`src/design/mean_variance_stddev_macros.svh`:
```
// Assertion macros shared by the mean/variance/std-dev block.
`ifndef MEAN_VARIANCE_STDDEV_MACROS_SVH
`define MEAN_VARIANCE_STDDEV_MACROS_SVH

// Same-cycle implication, disabled while reset is low.
`define MVS_ASSERT_IMPLY(label, clk, rst_n, ante, cons, msg) \
    label: assert property (@(posedge clk) disable iff (!(rst_n)) (ante) |-> (cons)) \
        else $error(msg);

// Next-cycle implication, disabled while reset is low.
`define MVS_ASSERT_NEXT(label, clk, rst_n, ante, cons, msg) \
    label: assert property (@(posedge clk) disable iff (!(rst_n)) (ante) |=> (cons)) \
        else $error(msg);

`endif

```
`src/design/mvs_pkg.sv`:
```
// Shared constants, state type and command/status structs for the statistics block.
package mvs_pkg;

    localparam int MAX_SAMPLES = 65536;
    localparam int SAMPLE_W    = 16;
    localparam int CNT_W       = $clog2(MAX_SAMPLES + 1);
    localparam int SUM_W       = SAMPLE_W + CNT_W;
    localparam int SQ_W        = 2 * SAMPLE_W - 2 + CNT_W;
    localparam int Q_W         = SAMPLE_W + 1;
    localparam int S1R_W       = SUM_W + 1;
    localparam int PROD_W      = S1R_W + Q_W;
    localparam int DIV_W       = SQ_W + 1;
    localparam int DIV_CNT_W   = $clog2(DIV_W);
    localparam int MEAN_W      = 16;
    localparam int VAR_W       = 31;
    localparam int ROOT_W      = 16;
    localparam int RAD_W       = 2 * ROOT_W;
    localparam int SQRT_CNT_W  = $clog2(ROOT_W);
    localparam int TDATA_W     = MEAN_W + VAR_W + ROOT_W + CNT_W;

    localparam logic DIV_SEL_SUM = 1'b0;
    localparam logic DIV_SEL_T   = 1'b1;

    typedef enum logic [3:0] {
        ST_ACC,
        ST_QSTART,
        ST_QWAIT,
        ST_QFIX,
        ST_TMUL,
        ST_TSTART,
        ST_TWAIT,
        ST_VMUL,
        ST_VSEL,
        ST_SSTART,
        ST_SWAIT,
        ST_OUT
    } t_state;

    typedef struct packed {
        logic acc;
        logic div_start;
        logic div_sel;
        logic fix_q;
        logic t_calc;
        logic v_mul;
        logic v_sel;
        logic sqrt_start;
        logic load_out;
    } t_cmd;

    typedef struct packed {
        logic div_done;
        logic sqrt_done;
    } t_status;

endpackage

```
`src/design/mean_variance_stddev.sv`:
```
// Top level: population mean, variance and standard deviation of sample blocks.
//
//  channel   dir  payload                                  end marker
//  s_axis    in   tdata[15:0] sample (signed Q1.15)        tlast = last sample of block
//  m_axis    out  tdata: mean, variance, std dev, count    tuser = samples dropped
//
// One sample is taken per cycle while a block accumulates (one square and add per cycle).
// After the last sample, s_axis is held off through two 48-step serial divisions,
// a 16-step serial root and the fixup states between them; longer if the previous result is still held.
// The result sits in an output register, so a new block accumulates while it waits.
// Reset (synchronous, active low) clears the accumulators and drops any pending result.
`include "mean_variance_stddev_macros.svh"

module mean_variance_stddev (
    input  logic                            i_clk,
    input  logic                            i_rst_n,
    input  logic                            i_s_axis_tvalid,
    output logic                            o_s_axis_tready,
    input  logic [15:0]                     i_s_axis_tdata,  // [15:0] sample
    input  logic                            i_s_axis_tlast,
    output logic                            o_m_axis_tvalid,
    input  logic                            i_m_axis_tready,
    // [15:0] mean_value, [46:16] variance_value, [62:47] std_dev, [79:63] sample_count
    output logic [mvs_pkg::TDATA_W-1:0]     o_m_axis_tdata,
    output logic                            o_m_axis_tuser   // [0] overflow
);

    mvs_pkg::t_cmd                  w_cmd;
    mvs_pkg::t_status               w_status;
    logic [mvs_pkg::MEAN_W-1:0]     w_mean;
    logic [mvs_pkg::VAR_W-1:0]      w_var;
    logic [mvs_pkg::ROOT_W-1:0]     w_std;
    logic [mvs_pkg::CNT_W-1:0]      w_count;
    logic                           w_ovf;

    mvs_ctrl u_ctrl (
        .i_clk       (i_clk),
        .i_rst_n     (i_rst_n),
        .i_in_valid  (i_s_axis_tvalid),
        .i_in_last   (i_s_axis_tlast),
        .i_out_ready (i_m_axis_tready),
        .i_status    (w_status),
        .o_in_ready  (o_s_axis_tready),
        .o_out_valid (o_m_axis_tvalid),
        .o_cmd       (w_cmd)
    );

    mvs_dpath u_dpath (
        .i_clk    (i_clk),
        .i_rst_n  (i_rst_n),
        .i_cmd    (w_cmd),
        .i_sample (signed'(i_s_axis_tdata)),
        .o_status (w_status),
        .o_mean   (w_mean),
        .o_var    (w_var),
        .o_std    (w_std),
        .o_count  (w_count),
        .o_ovf    (w_ovf)
    );

    assign o_m_axis_tdata = {w_count, w_std, w_var, w_mean};
    assign o_m_axis_tuser = w_ovf;

    `MVS_ASSERT_NEXT(a_last_holds_off, i_clk, i_rst_n, i_s_axis_tvalid && o_s_axis_tready && i_s_axis_tlast, !o_s_axis_tready, "input still ready after last sample")
    `MVS_ASSERT_IMPLY(a_count_nonzero, i_clk, i_rst_n, o_m_axis_tvalid, w_count != '0, "result with zero count")
    `MVS_ASSERT_IMPLY(a_root_floor, i_clk, i_rst_n, o_m_axis_tvalid, (33'(w_std) * 33'(w_std) <= 33'(w_var)) && ((33'(w_std) + 33'd1) * (33'(w_std) + 33'd1) > 33'(w_var)), "std dev is not the floored root of variance")
    `MVS_ASSERT_IMPLY(a_ovf_full, i_clk, i_rst_n, o_m_axis_tvalid && o_m_axis_tuser, w_count == mvs_pkg::CNT_W'(mvs_pkg::MAX_SAMPLES), "overflow flagged on a block that is not full")

endmodule

```
`src/design/mvs_div.sv`:
```
// Restoring unsigned divider, one quotient bit per cycle.
module mvs_div (
    input  logic                          i_clk,
    input  logic                          i_rst_n,
    input  logic                          i_start,
    input  logic [mvs_pkg::DIV_W-1:0]     i_dividend,
    input  logic [mvs_pkg::CNT_W-1:0]     i_divisor,
    output logic                          o_done,
    output logic [mvs_pkg::DIV_W-1:0]     o_quot,
    output logic [mvs_pkg::CNT_W-1:0]     o_rem
);

    logic                            r_busy, n_busy;
    logic [mvs_pkg::DIV_CNT_W-1:0]   r_cnt, n_cnt;
    logic [mvs_pkg::DIV_W-1:0]       r_quot, n_quot;
    logic [mvs_pkg::CNT_W-1:0]       r_rem, n_rem;
    logic [mvs_pkg::CNT_W-1:0]       r_div, n_div;
    logic [mvs_pkg::CNT_W:0]         w_trial;
    logic [mvs_pkg::CNT_W:0]         w_diff;
    logic                            w_ge;

    assign w_trial = {r_rem, r_quot[mvs_pkg::DIV_W-1]};
    assign w_ge    = w_trial >= {1'b0, r_div};
    assign w_diff  = w_trial - {1'b0, r_div};

    always_comb begin
        n_busy = r_busy;
        n_cnt  = r_cnt;
        n_quot = r_quot;
        n_rem  = r_rem;
        n_div  = r_div;
        if (i_start) begin
            n_busy = 1'b1;
            n_cnt  = mvs_pkg::DIV_CNT_W'(mvs_pkg::DIV_W - 1);
            n_quot = i_dividend;
            n_rem  = '0;
            n_div  = i_divisor;
        end else if (r_busy) begin
            n_quot = {r_quot[mvs_pkg::DIV_W-2:0], w_ge};
            n_rem  = w_ge ? w_diff[mvs_pkg::CNT_W-1:0] : w_trial[mvs_pkg::CNT_W-1:0];
            if (r_cnt == '0) begin
                n_busy = 1'b0;
            end else begin
                n_cnt = r_cnt - 1'b1;
            end
        end
    end

    always_ff @(posedge i_clk) begin
        if (!i_rst_n) begin
            r_busy <= 1'b0;
            r_cnt  <= '0;
        end else begin
            r_busy <= n_busy;
            r_cnt  <= n_cnt;
        end
    end

    always_ff @(posedge i_clk) begin
        r_quot <= n_quot;
        r_rem  <= n_rem;
        r_div  <= n_div;
    end

    // results are final at the edge that ends the last step
    assign o_done = r_busy && (r_cnt == '0);
    assign o_quot = r_quot;
    assign o_rem  = r_rem;

endmodule

```
`src/design/mvs_isqrt.sv`:
```
// Digit-by-digit integer square root, one root bit per cycle.
module mvs_isqrt (
    input  logic                          i_clk,
    input  logic                          i_rst_n,
    input  logic                          i_start,
    input  logic [mvs_pkg::VAR_W-1:0]     i_radicand,
    output logic                          o_done,
    output logic [mvs_pkg::ROOT_W-1:0]    o_root
);

    logic                             r_busy, n_busy;
    logic [mvs_pkg::SQRT_CNT_W-1:0]   r_cnt, n_cnt;
    logic [mvs_pkg::RAD_W-1:0]        r_rad, n_rad;
    logic [mvs_pkg::ROOT_W+1:0]       r_rem, n_rem;
    logic [mvs_pkg::ROOT_W-1:0]       r_root, n_root;
    logic [mvs_pkg::ROOT_W+3:0]       w_acc;
    logic [mvs_pkg::ROOT_W+3:0]       w_trial;
    logic [mvs_pkg::ROOT_W+3:0]       w_diff;
    logic                             w_ge;

    assign w_acc   = {r_rem, r_rad[mvs_pkg::RAD_W-1 -: 2]};
    assign w_trial = {2'b00, r_root, 2'b01};
    assign w_ge    = w_acc >= w_trial;
    assign w_diff  = w_acc - w_trial;

    always_comb begin
        n_busy = r_busy;
        n_cnt  = r_cnt;
        n_rad  = r_rad;
        n_rem  = r_rem;
        n_root = r_root;
        if (i_start) begin
            n_busy = 1'b1;
            n_cnt  = mvs_pkg::SQRT_CNT_W'(mvs_pkg::ROOT_W - 1);
            n_rad  = mvs_pkg::RAD_W'(i_radicand);
            n_rem  = '0;
            n_root = '0;
        end else if (r_busy) begin
            n_rad  = {r_rad[mvs_pkg::RAD_W-3:0], 2'b00};
            n_rem  = w_ge ? w_diff[mvs_pkg::ROOT_W+1:0] : w_acc[mvs_pkg::ROOT_W+1:0];
            n_root = {r_root[mvs_pkg::ROOT_W-2:0], w_ge};
            if (r_cnt == '0) begin
                n_busy = 1'b0;
            end else begin
                n_cnt = r_cnt - 1'b1;
            end
        end
    end

    always_ff @(posedge i_clk) begin
        if (!i_rst_n) begin
            r_busy <= 1'b0;
            r_cnt  <= '0;
        end else begin
            r_busy <= n_busy;
            r_cnt  <= n_cnt;
        end
    end

    always_ff @(posedge i_clk) begin
        r_rad  <= n_rad;
        r_rem  <= n_rem;
        r_root <= n_root;
    end

    assign o_done = r_busy && (r_cnt == '0);
    assign o_root = r_root;

endmodule

```
`src/design/mvs_dpath.sv`:
```
// Datapath: accumulators, floor mean, exact variance, root and result registers.
module mvs_dpath (
    input  logic                                 i_clk,
    input  logic                                 i_rst_n,
    input  mvs_pkg::t_cmd                        i_cmd,
    input  logic signed [mvs_pkg::SAMPLE_W-1:0]  i_sample,
    output mvs_pkg::t_status                     o_status,
    output logic [mvs_pkg::MEAN_W-1:0]           o_mean,
    output logic [mvs_pkg::VAR_W-1:0]            o_var,
    output logic [mvs_pkg::ROOT_W-1:0]           o_std,
    output logic [mvs_pkg::CNT_W-1:0]            o_count,
    output logic                                 o_ovf
);

    // accumulators
    logic [mvs_pkg::CNT_W-1:0]          r_count, n_count;
    logic signed [mvs_pkg::SUM_W-1:0]   r_sum, n_sum;
    logic [mvs_pkg::SQ_W-1:0]           r_sq, n_sq;
    logic                               r_drop, n_drop;

    // working registers
    logic signed [mvs_pkg::Q_W-1:0]     r_q, n_q;
    logic [mvs_pkg::CNT_W-1:0]          r_r, n_r;
    logic [mvs_pkg::DIV_W-1:0]          r_t;
    logic [2*mvs_pkg::CNT_W-1:0]        r_nb, r_rr;
    logic [mvs_pkg::VAR_W-1:0]          r_var;

    // result registers
    logic [mvs_pkg::MEAN_W-1:0]         r_o_mean;
    logic [mvs_pkg::VAR_W-1:0]          r_o_var;
    logic [mvs_pkg::ROOT_W-1:0]         r_o_std;
    logic [mvs_pkg::CNT_W-1:0]          r_o_count;
    logic                               r_o_ovf;

    logic signed [2*mvs_pkg::SAMPLE_W-1:0] w_sq;
    logic [mvs_pkg::SUM_W-1:0]          w_abs_sum;
    logic [mvs_pkg::DIV_W-1:0]          w_dividend;
    logic                               w_div_done;
    logic [mvs_pkg::DIV_W-1:0]          w_quot;
    logic [mvs_pkg::CNT_W-1:0]          w_rem;
    logic [mvs_pkg::Q_W-1:0]            w_q0;
    logic signed [mvs_pkg::S1R_W-1:0]   w_s1r;
    logic signed [mvs_pkg::PROD_W-1:0]  w_prod;
    logic [mvs_pkg::PROD_W-1:0]         w_t;
    logic                               w_sqrt_done;
    logic [mvs_pkg::ROOT_W-1:0]         w_root;

    assign w_sq      = (2*mvs_pkg::SAMPLE_W)'(i_sample) * (2*mvs_pkg::SAMPLE_W)'(i_sample);
    assign w_abs_sum = r_sum[mvs_pkg::SUM_W-1] ? unsigned'(-r_sum) : unsigned'(r_sum);
    assign w_dividend = (i_cmd.div_sel == mvs_pkg::DIV_SEL_T) ? r_t
                                                              : mvs_pkg::DIV_W'(w_abs_sum);
    assign w_q0 = w_quot[mvs_pkg::Q_W-1:0];

    // t = S2 - q*(S1 + r), the sum of squared deviations from the floored mean
    assign w_s1r  = mvs_pkg::S1R_W'(r_sum) + mvs_pkg::S1R_W'(signed'({1'b0, r_r}));
    assign w_prod = mvs_pkg::PROD_W'(r_q) * mvs_pkg::PROD_W'(w_s1r);
    assign w_t    = mvs_pkg::PROD_W'(r_sq) - w_prod;

    mvs_div u_div (
        .i_clk      (i_clk),
        .i_rst_n    (i_rst_n),
        .i_start    (i_cmd.div_start),
        .i_dividend (w_dividend),
        .i_divisor  (r_count),
        .o_done     (w_div_done),
        .o_quot     (w_quot),
        .o_rem      (w_rem)
    );

    mvs_isqrt u_isqrt (
        .i_clk      (i_clk),
        .i_rst_n    (i_rst_n),
        .i_start    (i_cmd.sqrt_start),
        .i_radicand (r_var),
        .o_done     (w_sqrt_done),
        .o_root     (w_root)
    );

    always_comb begin
        n_count = r_count;
        n_sum   = r_sum;
        n_sq    = r_sq;
        n_drop  = r_drop;
        if (i_cmd.acc) begin
            if (r_count < mvs_pkg::CNT_W'(mvs_pkg::MAX_SAMPLES)) begin
                n_count = r_count + 1'b1;
                n_sum   = r_sum + mvs_pkg::SUM_W'(i_sample);
                n_sq    = r_sq + mvs_pkg::SQ_W'(unsigned'(w_sq));
            end else begin
                n_drop = 1'b1;
            end
        end else if (i_cmd.load_out) begin
            n_count = '0;
            n_sum   = '0;
            n_sq    = '0;
            n_drop  = 1'b0;
        end
    end

    // floor division fixup for a negative sum
    always_comb begin
        n_q = signed'(w_q0);
        n_r = w_rem;
        if (r_sum[mvs_pkg::SUM_W-1]) begin
            if (w_rem == '0) begin
                n_q = signed'(mvs_pkg::Q_W'(0) - w_q0);
                n_r = '0;
            end else begin
                n_q = signed'(~w_q0);
                n_r = r_count - w_rem;
            end
        end
    end

    always_ff @(posedge i_clk) begin
        if (!i_rst_n) begin
            r_count <= '0;
            r_sum   <= '0;
            r_sq    <= '0;
            r_drop  <= 1'b0;
        end else begin
            r_count <= n_count;
            r_sum   <= n_sum;
            r_sq    <= n_sq;
            r_drop  <= n_drop;
        end
    end

    always_ff @(posedge i_clk) begin
        if (i_cmd.fix_q) begin
            r_q <= n_q;
            r_r <= n_r;
        end
        if (i_cmd.t_calc) begin
            r_t <= w_t[mvs_pkg::DIV_W-1:0];
        end
        if (i_cmd.v_mul) begin
            r_nb <= (2*mvs_pkg::CNT_W)'(r_count) * (2*mvs_pkg::CNT_W)'(w_rem);
            r_rr <= (2*mvs_pkg::CNT_W)'(r_r) * (2*mvs_pkg::CNT_W)'(r_r);
        end
        // a*n + b = t; subtract one when n*b falls short of r^2
        if (i_cmd.v_sel) begin
            r_var <= (r_nb >= r_rr) ? w_quot[mvs_pkg::VAR_W-1:0]
                                    : w_quot[mvs_pkg::VAR_W-1:0] - 1'b1;
        end
        if (i_cmd.load_out) begin
            r_o_mean  <= r_q[mvs_pkg::MEAN_W-1:0];
            r_o_var   <= r_var;
            r_o_std   <= w_root;
            r_o_count <= r_count;
            r_o_ovf   <= r_drop;
        end
    end

    assign o_status.div_done  = w_div_done;
    assign o_status.sqrt_done = w_sqrt_done;
    assign o_mean  = r_o_mean;
    assign o_var   = r_o_var;
    assign o_std   = r_o_std;
    assign o_count = r_o_count;
    assign o_ovf   = r_o_ovf;

endmodule

```
`src/design/mvs_ctrl.sv`:
```
// Controller: sequences accumulation, the two divisions, the root and the result request.
module mvs_ctrl (
    input  logic              i_clk,
    input  logic              i_rst_n,
    input  logic              i_in_valid,
    input  logic              i_in_last,
    input  logic              i_out_ready,
    input  mvs_pkg::t_status  i_status,
    output logic              o_in_ready,
    output logic              o_out_valid,
    output mvs_pkg::t_cmd     o_cmd
);

    mvs_pkg::t_state r_state, n_state;
    logic            r_out_valid, n_out_valid;

    always_ff @(posedge i_clk) begin
        if (!i_rst_n) begin
            r_state     <= mvs_pkg::ST_ACC;
            r_out_valid <= 1'b0;
        end else begin
            r_state     <= n_state;
            r_out_valid <= n_out_valid;
        end
    end

    always_comb begin
        n_state     = r_state;
        o_cmd       = '0;
        o_in_ready  = 1'b0;
        n_out_valid = r_out_valid && !i_out_ready;
        case (r_state)
            mvs_pkg::ST_ACC: begin
                o_in_ready = 1'b1;
                if (i_in_valid) begin
                    o_cmd.acc = 1'b1;
                    if (i_in_last) begin
                        n_state = mvs_pkg::ST_QSTART;
                    end
                end
            end
            mvs_pkg::ST_QSTART: begin
                o_cmd.div_start = 1'b1;
                o_cmd.div_sel   = mvs_pkg::DIV_SEL_SUM;
                n_state         = mvs_pkg::ST_QWAIT;
            end
            mvs_pkg::ST_QWAIT: begin
                if (i_status.div_done) begin
                    n_state = mvs_pkg::ST_QFIX;
                end
            end
            mvs_pkg::ST_QFIX: begin
                o_cmd.fix_q = 1'b1;
                n_state     = mvs_pkg::ST_TMUL;
            end
            mvs_pkg::ST_TMUL: begin
                o_cmd.t_calc = 1'b1;
                n_state      = mvs_pkg::ST_TSTART;
            end
            mvs_pkg::ST_TSTART: begin
                o_cmd.div_start = 1'b1;
                o_cmd.div_sel   = mvs_pkg::DIV_SEL_T;
                n_state         = mvs_pkg::ST_TWAIT;
            end
            mvs_pkg::ST_TWAIT: begin
                if (i_status.div_done) begin
                    n_state = mvs_pkg::ST_VMUL;
                end
            end
            mvs_pkg::ST_VMUL: begin
                o_cmd.v_mul = 1'b1;
                n_state     = mvs_pkg::ST_VSEL;
            end
            mvs_pkg::ST_VSEL: begin
                o_cmd.v_sel = 1'b1;
                n_state     = mvs_pkg::ST_SSTART;
            end
            mvs_pkg::ST_SSTART: begin
                o_cmd.sqrt_start = 1'b1;
                n_state          = mvs_pkg::ST_SWAIT;
            end
            mvs_pkg::ST_SWAIT: begin
                if (i_status.sqrt_done) begin
                    n_state = mvs_pkg::ST_OUT;
                end
            end
            mvs_pkg::ST_OUT: begin
                // hand over only once the previous request has left
                if (!r_out_valid || i_out_ready) begin
                    o_cmd.load_out = 1'b1;
                    n_out_valid    = 1'b1;
                    n_state        = mvs_pkg::ST_ACC;
                end
            end
            default: begin
                n_state = mvs_pkg::ST_ACC;
            end
        endcase
    end

    assign o_out_valid = r_out_valid;

endmodule

```
`config.mk`:
```
export PLATFORM = sky130hd
export DESIGN_NAME = mean_variance_stddev
export DESIGN_NICKNAME = d
export VERILOG_FILES = /design/src/design/mvs_pkg.sv /design/src/design/mean_variance_stddev.sv /design/src/design/mvs_div.sv /design/src/design/mvs_isqrt.sv /design/src/design/mvs_dpath.sv /design/src/design/mvs_ctrl.sv
export VERILOG_INCLUDE_DIRS = /design/src /design/src/design
export SDC_FILE = /design/constraint.sdc
export NUM_CORES = 2
export LEC_CHECK = 0
export ABC_AREA = 1
export BUFFER_PORTS_ARGS = -buffer_cell sky130_fd_sc_hd__buf_4
export CORE_ASPECT_RATIO = 0.5
export CORE_MARGIN = 5
export CORE_UTILIZATION = 40
export CTS_CLUSTER_DIAMETER = 30
export DETAILED_ROUTE_END_ITERATION = 10
export GPL_TIMING_DRIVEN = 0
export MAX_ROUTING_LAYER = met4
export PLACE_DENSITY_LB_ADDON = 0.25
export SKIP_CTS_REPAIR_TIMING = 1
export SLEW_MARGIN = 20
export SYNTH_ARGS = -nofsm -noshare
export SYNTH_HDL_FRONTEND = slang
export SYNTH_HIERARCHICAL = 1
export SYNTH_SLANG_ARGS = --single-unit
```
`constraint.sdc`:
```
create_clock -name i_clk -period 9.8 [get_ports i_clk]
set_clock_uncertainty 0.1 [all_clocks]
set_input_delay 2.45 -clock i_clk [delete_from_list [all_inputs] [get_ports i_clk]]
set_output_delay 2.45 -clock i_clk [all_outputs]
set_load 0.02 [all_outputs]
```
==> out/summary.log <==
[setup_path] Critical-path top delay cell sky130_fd_sc_hd__fa_1
[floorplan] Boundary Pins 104
[synthesis] library cells used by synthesis 79
[setup_path] type of element launching the critical path input pin
[setup_path] capture instance of the worst register-to-register path u_dpath/r_t[26]$_DFFE_PP_
[synthesis] post-synthesis mux area share 0
[synthesis] combinational family with the most area after synthesis adder cells
[final_layout] final design utilization 0.4436
[floorplan] starting utilization of the core area 0.4025
[sta] final count of negative-setup-slack endpoints 0
[synthesis] Post-synth ARST share 0
[synthesis] synthesized net count 11760
[floorplan] core outline area 196700 sq um
[setup_path] Reg2Reg Launch Point u_dpath/r_r[7]$_DFFE_PP_
[synthesis] simple-gate area share of the yosys netlist 0.1869
[placement] cell count after placement 12650
[setup_path] worst-case reg-to-reg path depth 30
[final_layout] Synth-to-Final Area Change 10.22%
[setup_path] Max Fanout on Critical Path 10
[clock_tree] Num CTS Buffers 103
[sta] tightest slew margin relative to the limit 0.2446
[synthesis] Gate Count Post-Synth 9898
[synthesis] mean instance size in the synthesized netlist 7.998 sq um
[min_path] startpoint of the lowest-slack hold path u_dpath/u_isqrt/o_root[0]$_SDFFE_PP0P_
[setup_path] delay of the slowest cell on the worst path 540 ps
[global_route] pin count of the biggest net entering global routing 35
[synthesis] fraction of the mapped netlist area in adder cells 0.4071
[drt] via count 65130
[sta] part of the cycle the worst path needs 0.9767
[global_route] initial antenna violation count 4
[synthesis] number of flops mapped to enable cells by yosys 357
[sta] count of pins over their slew limit 0
[floorplan] Die Footprint 207400 sq um
[synthesis] number of synthesized register bits 524
[clock_tree] maximum root-to-sink buffer count 3
[synthesis] xor and xnor fraction of the mapped netlist area 0.02864
[setup_path] beginning of the critical path i_s_axis_tdata[14]
[floorplan] chip height 324.6 microns
[clock_tree] clock insertion delay at the later pin of the skew report 760 ps
[setup_path] Arr. time, crit path 10040 ps
[floorplan] Die X-Extent 639.1 microns
[synthesis] number of warning messages in the yosys log 6
[sta] Max Freq 0.1045 GHz
[synthesis] part of the Yosys area used for sequential elements 0.1776
[sta] transition time of the tightest slew-check pin 1133 ps
[placement] placer congestion estimate 0.9921
[final_layout] fraction of final layout cells with drive strength greater than 1 0.05625
[clock_tree] Clk pin slew, worst setup/hold paths 60 ps
[setup_path] capture point of the worst path u_dpath/r_sq[25]$_SDFFE_PN0P_
[drt] Met3 Routed Length 21030 microns
[drt] number of detailed-routing iterations run before antenna repair 6
[sta] Hold Vio Cnt, Final 0
[drt] highest layer used for signal routing met4
[clock_tree] Root Buffer sky130_fd_sc_hd__clkbuf_16
[final_layout] fin cells 12840
[drt] post-detailed-route via-to-cell ratio 5.074
[min_path] kind of path behind the tightest hold check reg -> reg
[status] run status completed
[drt] Routed wire per std cell 19.95 microns
[setup_path] Worst Setup End Kind flip-flop
[global_route] wire length of the first global-routing pass 394900 microns
[floorplan] Row Count 115
[setup_path] slack of the worst reg-to-reg path 510 ps
[synthesis] top flip-flop cell by instance count after synthesis sky130_fd_sc_hd__edfxtp_1
[drt] DRT iter0 DRCs 5091
[synthesis] Post-Synthesis Cell Area 79160 sq um
[drt] number of nets with antenna violations after detailed routing 0
[drt] total DRC errors in the routed layout 0
[synthesis] compound-cell area share of the yosys netlist 0.06983
[clock_tree] clk sinks 524
[global_route] grt ovf 0
[final_layout] number of fillers in the final layout 19760
[clock_tree] TritonCTS clock tree built
[setup_path] start-to-end type of the worst setup path in -> reg
[clock_tree] depth of the CTS H-tree 3
[global_route] via count of the first global-routing pass 65520
[drt] Total Wirelength 256100 microns
[sta] min cycle time layout 9571 ps
[global_route] global router's overall resource usage 0.2543
[run] maxcap violations 0
[placement] HPWL after DPL 215500 microns
[final_layout] number of nets at the end of the flow 11980
[drt] met1 WL 114800 microns
[setup_path] Data required, critical path 10270 ps
[placement] count of input and output buffers 103
[drt] length of routed met2 wiring 112900 microns
==> Yosys cell counts, types with 5 or more instances <==
cell,instances,area share
sky130_fd_sc_hd__buf_6,6,0.00085
sky130_fd_sc_hd__nand2_1,2198,0.10
sky130_fd_sc_hd__ha_1,616,0.097
sky130_fd_sc_hd__dfxtp_1,167,0.042
sky130_fd_sc_hd__nor4_1,31,0.0024
sky130_fd_sc_hd__buf_1,28,0.0013
sky130_fd_sc_hd__a221oi_1,7,0.00077
sky130_fd_sc_hd__a21o_1,35,0.0033
sky130_fd_sc_hd__nand3_2,9,0.0011
sky130_fd_sc_hd__a32o_1,5,0.00063
sky130_fd_sc_hd__o21bai_1,28,0.0027
sky130_fd_sc_hd__nand4_1,59,0.0047
sky130_fd_sc_hd__clkbuf_1,231,0.011
sky130_fd_sc_hd__nand3b_1,34,0.0032
sky130_fd_sc_hd__o21ai_1,18,0.0011
sky130_fd_sc_hd__a211oi_1,6,0.00057
sky130_fd_sc_hd__nor2_2,17,0.0013
sky130_fd_sc_hd__xor2_1,151,0.017
sky130_fd_sc_hd__nor2_1,798,0.038
sky130_fd_sc_hd__or2_1,10,0.00079
sky130_fd_sc_hd__a21boi_0,13,0.0012
sky130_fd_sc_hd__o21ai_2,6,0.00066
sky130_fd_sc_hd__xnor2_1,101,0.011
sky130_fd_sc_hd__buf_2,35,0.0022
sky130_fd_sc_hd__nand2_2,51,0.0040
sky130_fd_sc_hd__o221ai_1,8,0.00089
sky130_fd_sc_hd__nor3_2,5,0.00063
sky130_fd_sc_hd__nor3_1,66,0.0042
sky130_fd_sc_hd__a31oi_1,33,0.0026
sky130_fd_sc_hd__buf_4,5,0.00047
sky130_fd_sc_hd__inv_1,2346,0.11
sky130_fd_sc_hd__o211ai_1,12,0.0011
sky130_fd_sc_hd__nand3_1,250,0.016
sky130_fd_sc_hd__nand2_4,6,0.00085
sky130_fd_sc_hd__clkinv_1,10,0.00047
sky130_fd_sc_hd__a21oi_1,457,0.029
sky130_fd_sc_hd__fa_1,1225,0.31
sky130_fd_sc_hd__or2_2,15,0.0012
sky130_fd_sc_hd__o21ai_0,283,0.018
sky130_fd_sc_hd__o21a_1,19,0.0018
sky130_fd_sc_hd__o22ai_1,24,0.0019
sky130_fd_sc_hd__o31ai_1,13,0.0012
sky130_fd_sc_hd__edfxtp_1,357,0.14
sky130_fd_sc_hd__inv_2,42,0.0020
sky130_fd_sc_hd__and3_1,12,0.00095
==> stage by stage <==
step           hold WS (ps)  cell area [sq um]  TNS [ps]  worst slack (ps)
6_report              328.0              87260         0             228.7
5_1_grt               340.6              87260    -102.9            -30.29
4_1_cts               316.6              87050    -12230            -896.0
3_5_place_dp          313.6              83570    -32430             -1601
3_3_place_gp          311.6              83230   -183030             -2278
2_1_floorplan         308.2              79160         0             410.1
==> sequential cells by signal, indices dropped and copies added, names as in the netlist, 18 cells and up <==
name / count
u_dpath/r_sq: 47
u_dpath/r_sum: 33
u_dpath/r_rr: 33
u_dpath/r_var: 31
u_dpath/r_nb: 34
u_dpath/u_div/o_quot: 48
u_dpath/r_t: 48
u_dpath/u_isqrt/r_rad: 32
u_dpath/u_isqrt/r_rem: 18
u_dpath/o_var: 31
==> cell usage in the layout (no fill, tap or decap), types with 35 or more instances in the layout <==
cell type / Yosys / final
sky130_fd_sc_hd__inv_1: 2346 / 2343
sky130_fd_sc_hd__nand2_1: 2198 / 2198
sky130_fd_sc_hd__fa_1: 1225 / 1223
sky130_fd_sc_hd__nor2_1: 798 / 791
sky130_fd_sc_hd__ha_1: 616 / 614
sky130_fd_sc_hd__a21oi_1: 457 / 452
sky130_fd_sc_hd__edfxtp_1: 357 / 357
sky130_fd_sc_hd__o21ai_0: 283 / 281
sky130_fd_sc_hd__nand3_1: 250 / 247
sky130_fd_sc_hd__clkbuf_1: 231 / 214
sky130_fd_sc_hd__dfxtp_1: 167 / 167
sky130_fd_sc_hd__xor2_1: 151 / 151
sky130_fd_sc_hd__buf_4: 5 / 118
sky130_fd_sc_hd__clkbuf_16: 0 / 103
sky130_fd_sc_hd__xnor2_1: 101 / 97
sky130_fd_sc_hd__nor3_1: 66 / 62
sky130_fd_sc_hd__nand4_1: 59 / 59
sky130_fd_sc_hd__nand2_2: 51 / 51
sky130_fd_sc_hd__inv_2: 42 / 44
sky130_fd_sc_hd__buf_2: 35 / 39
sky130_fd_sc_hd__a21o_1: 35 / 35
==> worst min-delay path by stage <==
| stage | end | cells past startpoint | slack [ps] |
|---|---|---|---|
| final | u_dpath/o_std[0]$_DFFE_PP_ | 0 | 330 |
| after global routing | u_dpath/o_std[2]$_DFFE_PP_ | 0 | 340 |
| after CTS | u_dpath/u_div/o_quot[46]$_DFFE_PP_ | 2 | 320 |
| after detailed placement | u_dpath/o_std[2]$_DFFE_PP_ | 0 | 310 |
| after global placement | u_dpath/o_std[0]$_DFFE_PP_ | 0 | 310 |
| after floorplan | u_dpath/o_std[0]$_DFFE_PP_ | 0 | 310 |
==> logic make-up after synthesis <==
family	after synthesis
AO/OA/AOI/OAI	987
XOR/XNOR	255
AND/OR/NAND/NOR	3586
flip-flops	524
adder cells (fa/ha/maj)	1841
buffers and inverters	2705
==> final cells by class <==
cell class                      instances  area (sq um)  area share
Sequential cell                       524         14060      0.1612
Buffer                                296          1279     0.01465
Clock buffer                          122          2699     0.03093
Tap cell                             2632          3293     0.03774
Multi-Input combinational cell       6669         55020      0.6306
Clock inverter                         71         779.5    0.008933
Inverter                             2399          9015      0.1033
Antenna cell                            1         2.502  0.00002868
Timing Repair Buffer                  123          1102     0.01263
==> critical path, delay by kind of cell <==
kind | cells | cell delay (ps)
simple gates | 7 | 1680
xor+xnor | 1 | 210
compound gates | 6 | 1070
fa+ha+maj | 8 | 3610
buf+inv | 9 | 1000
==> metal layers <==
layer	vias up	global-route usage
met5	-	-
met4	0	0.06620
met3	358	0.04479
met2	2267	0.3854
met1	32080	0.3530
li1	30430	-
Power is not shown: default switching activity piles up to over one toggle a cycle in this logic, so the estimate is an artifact.
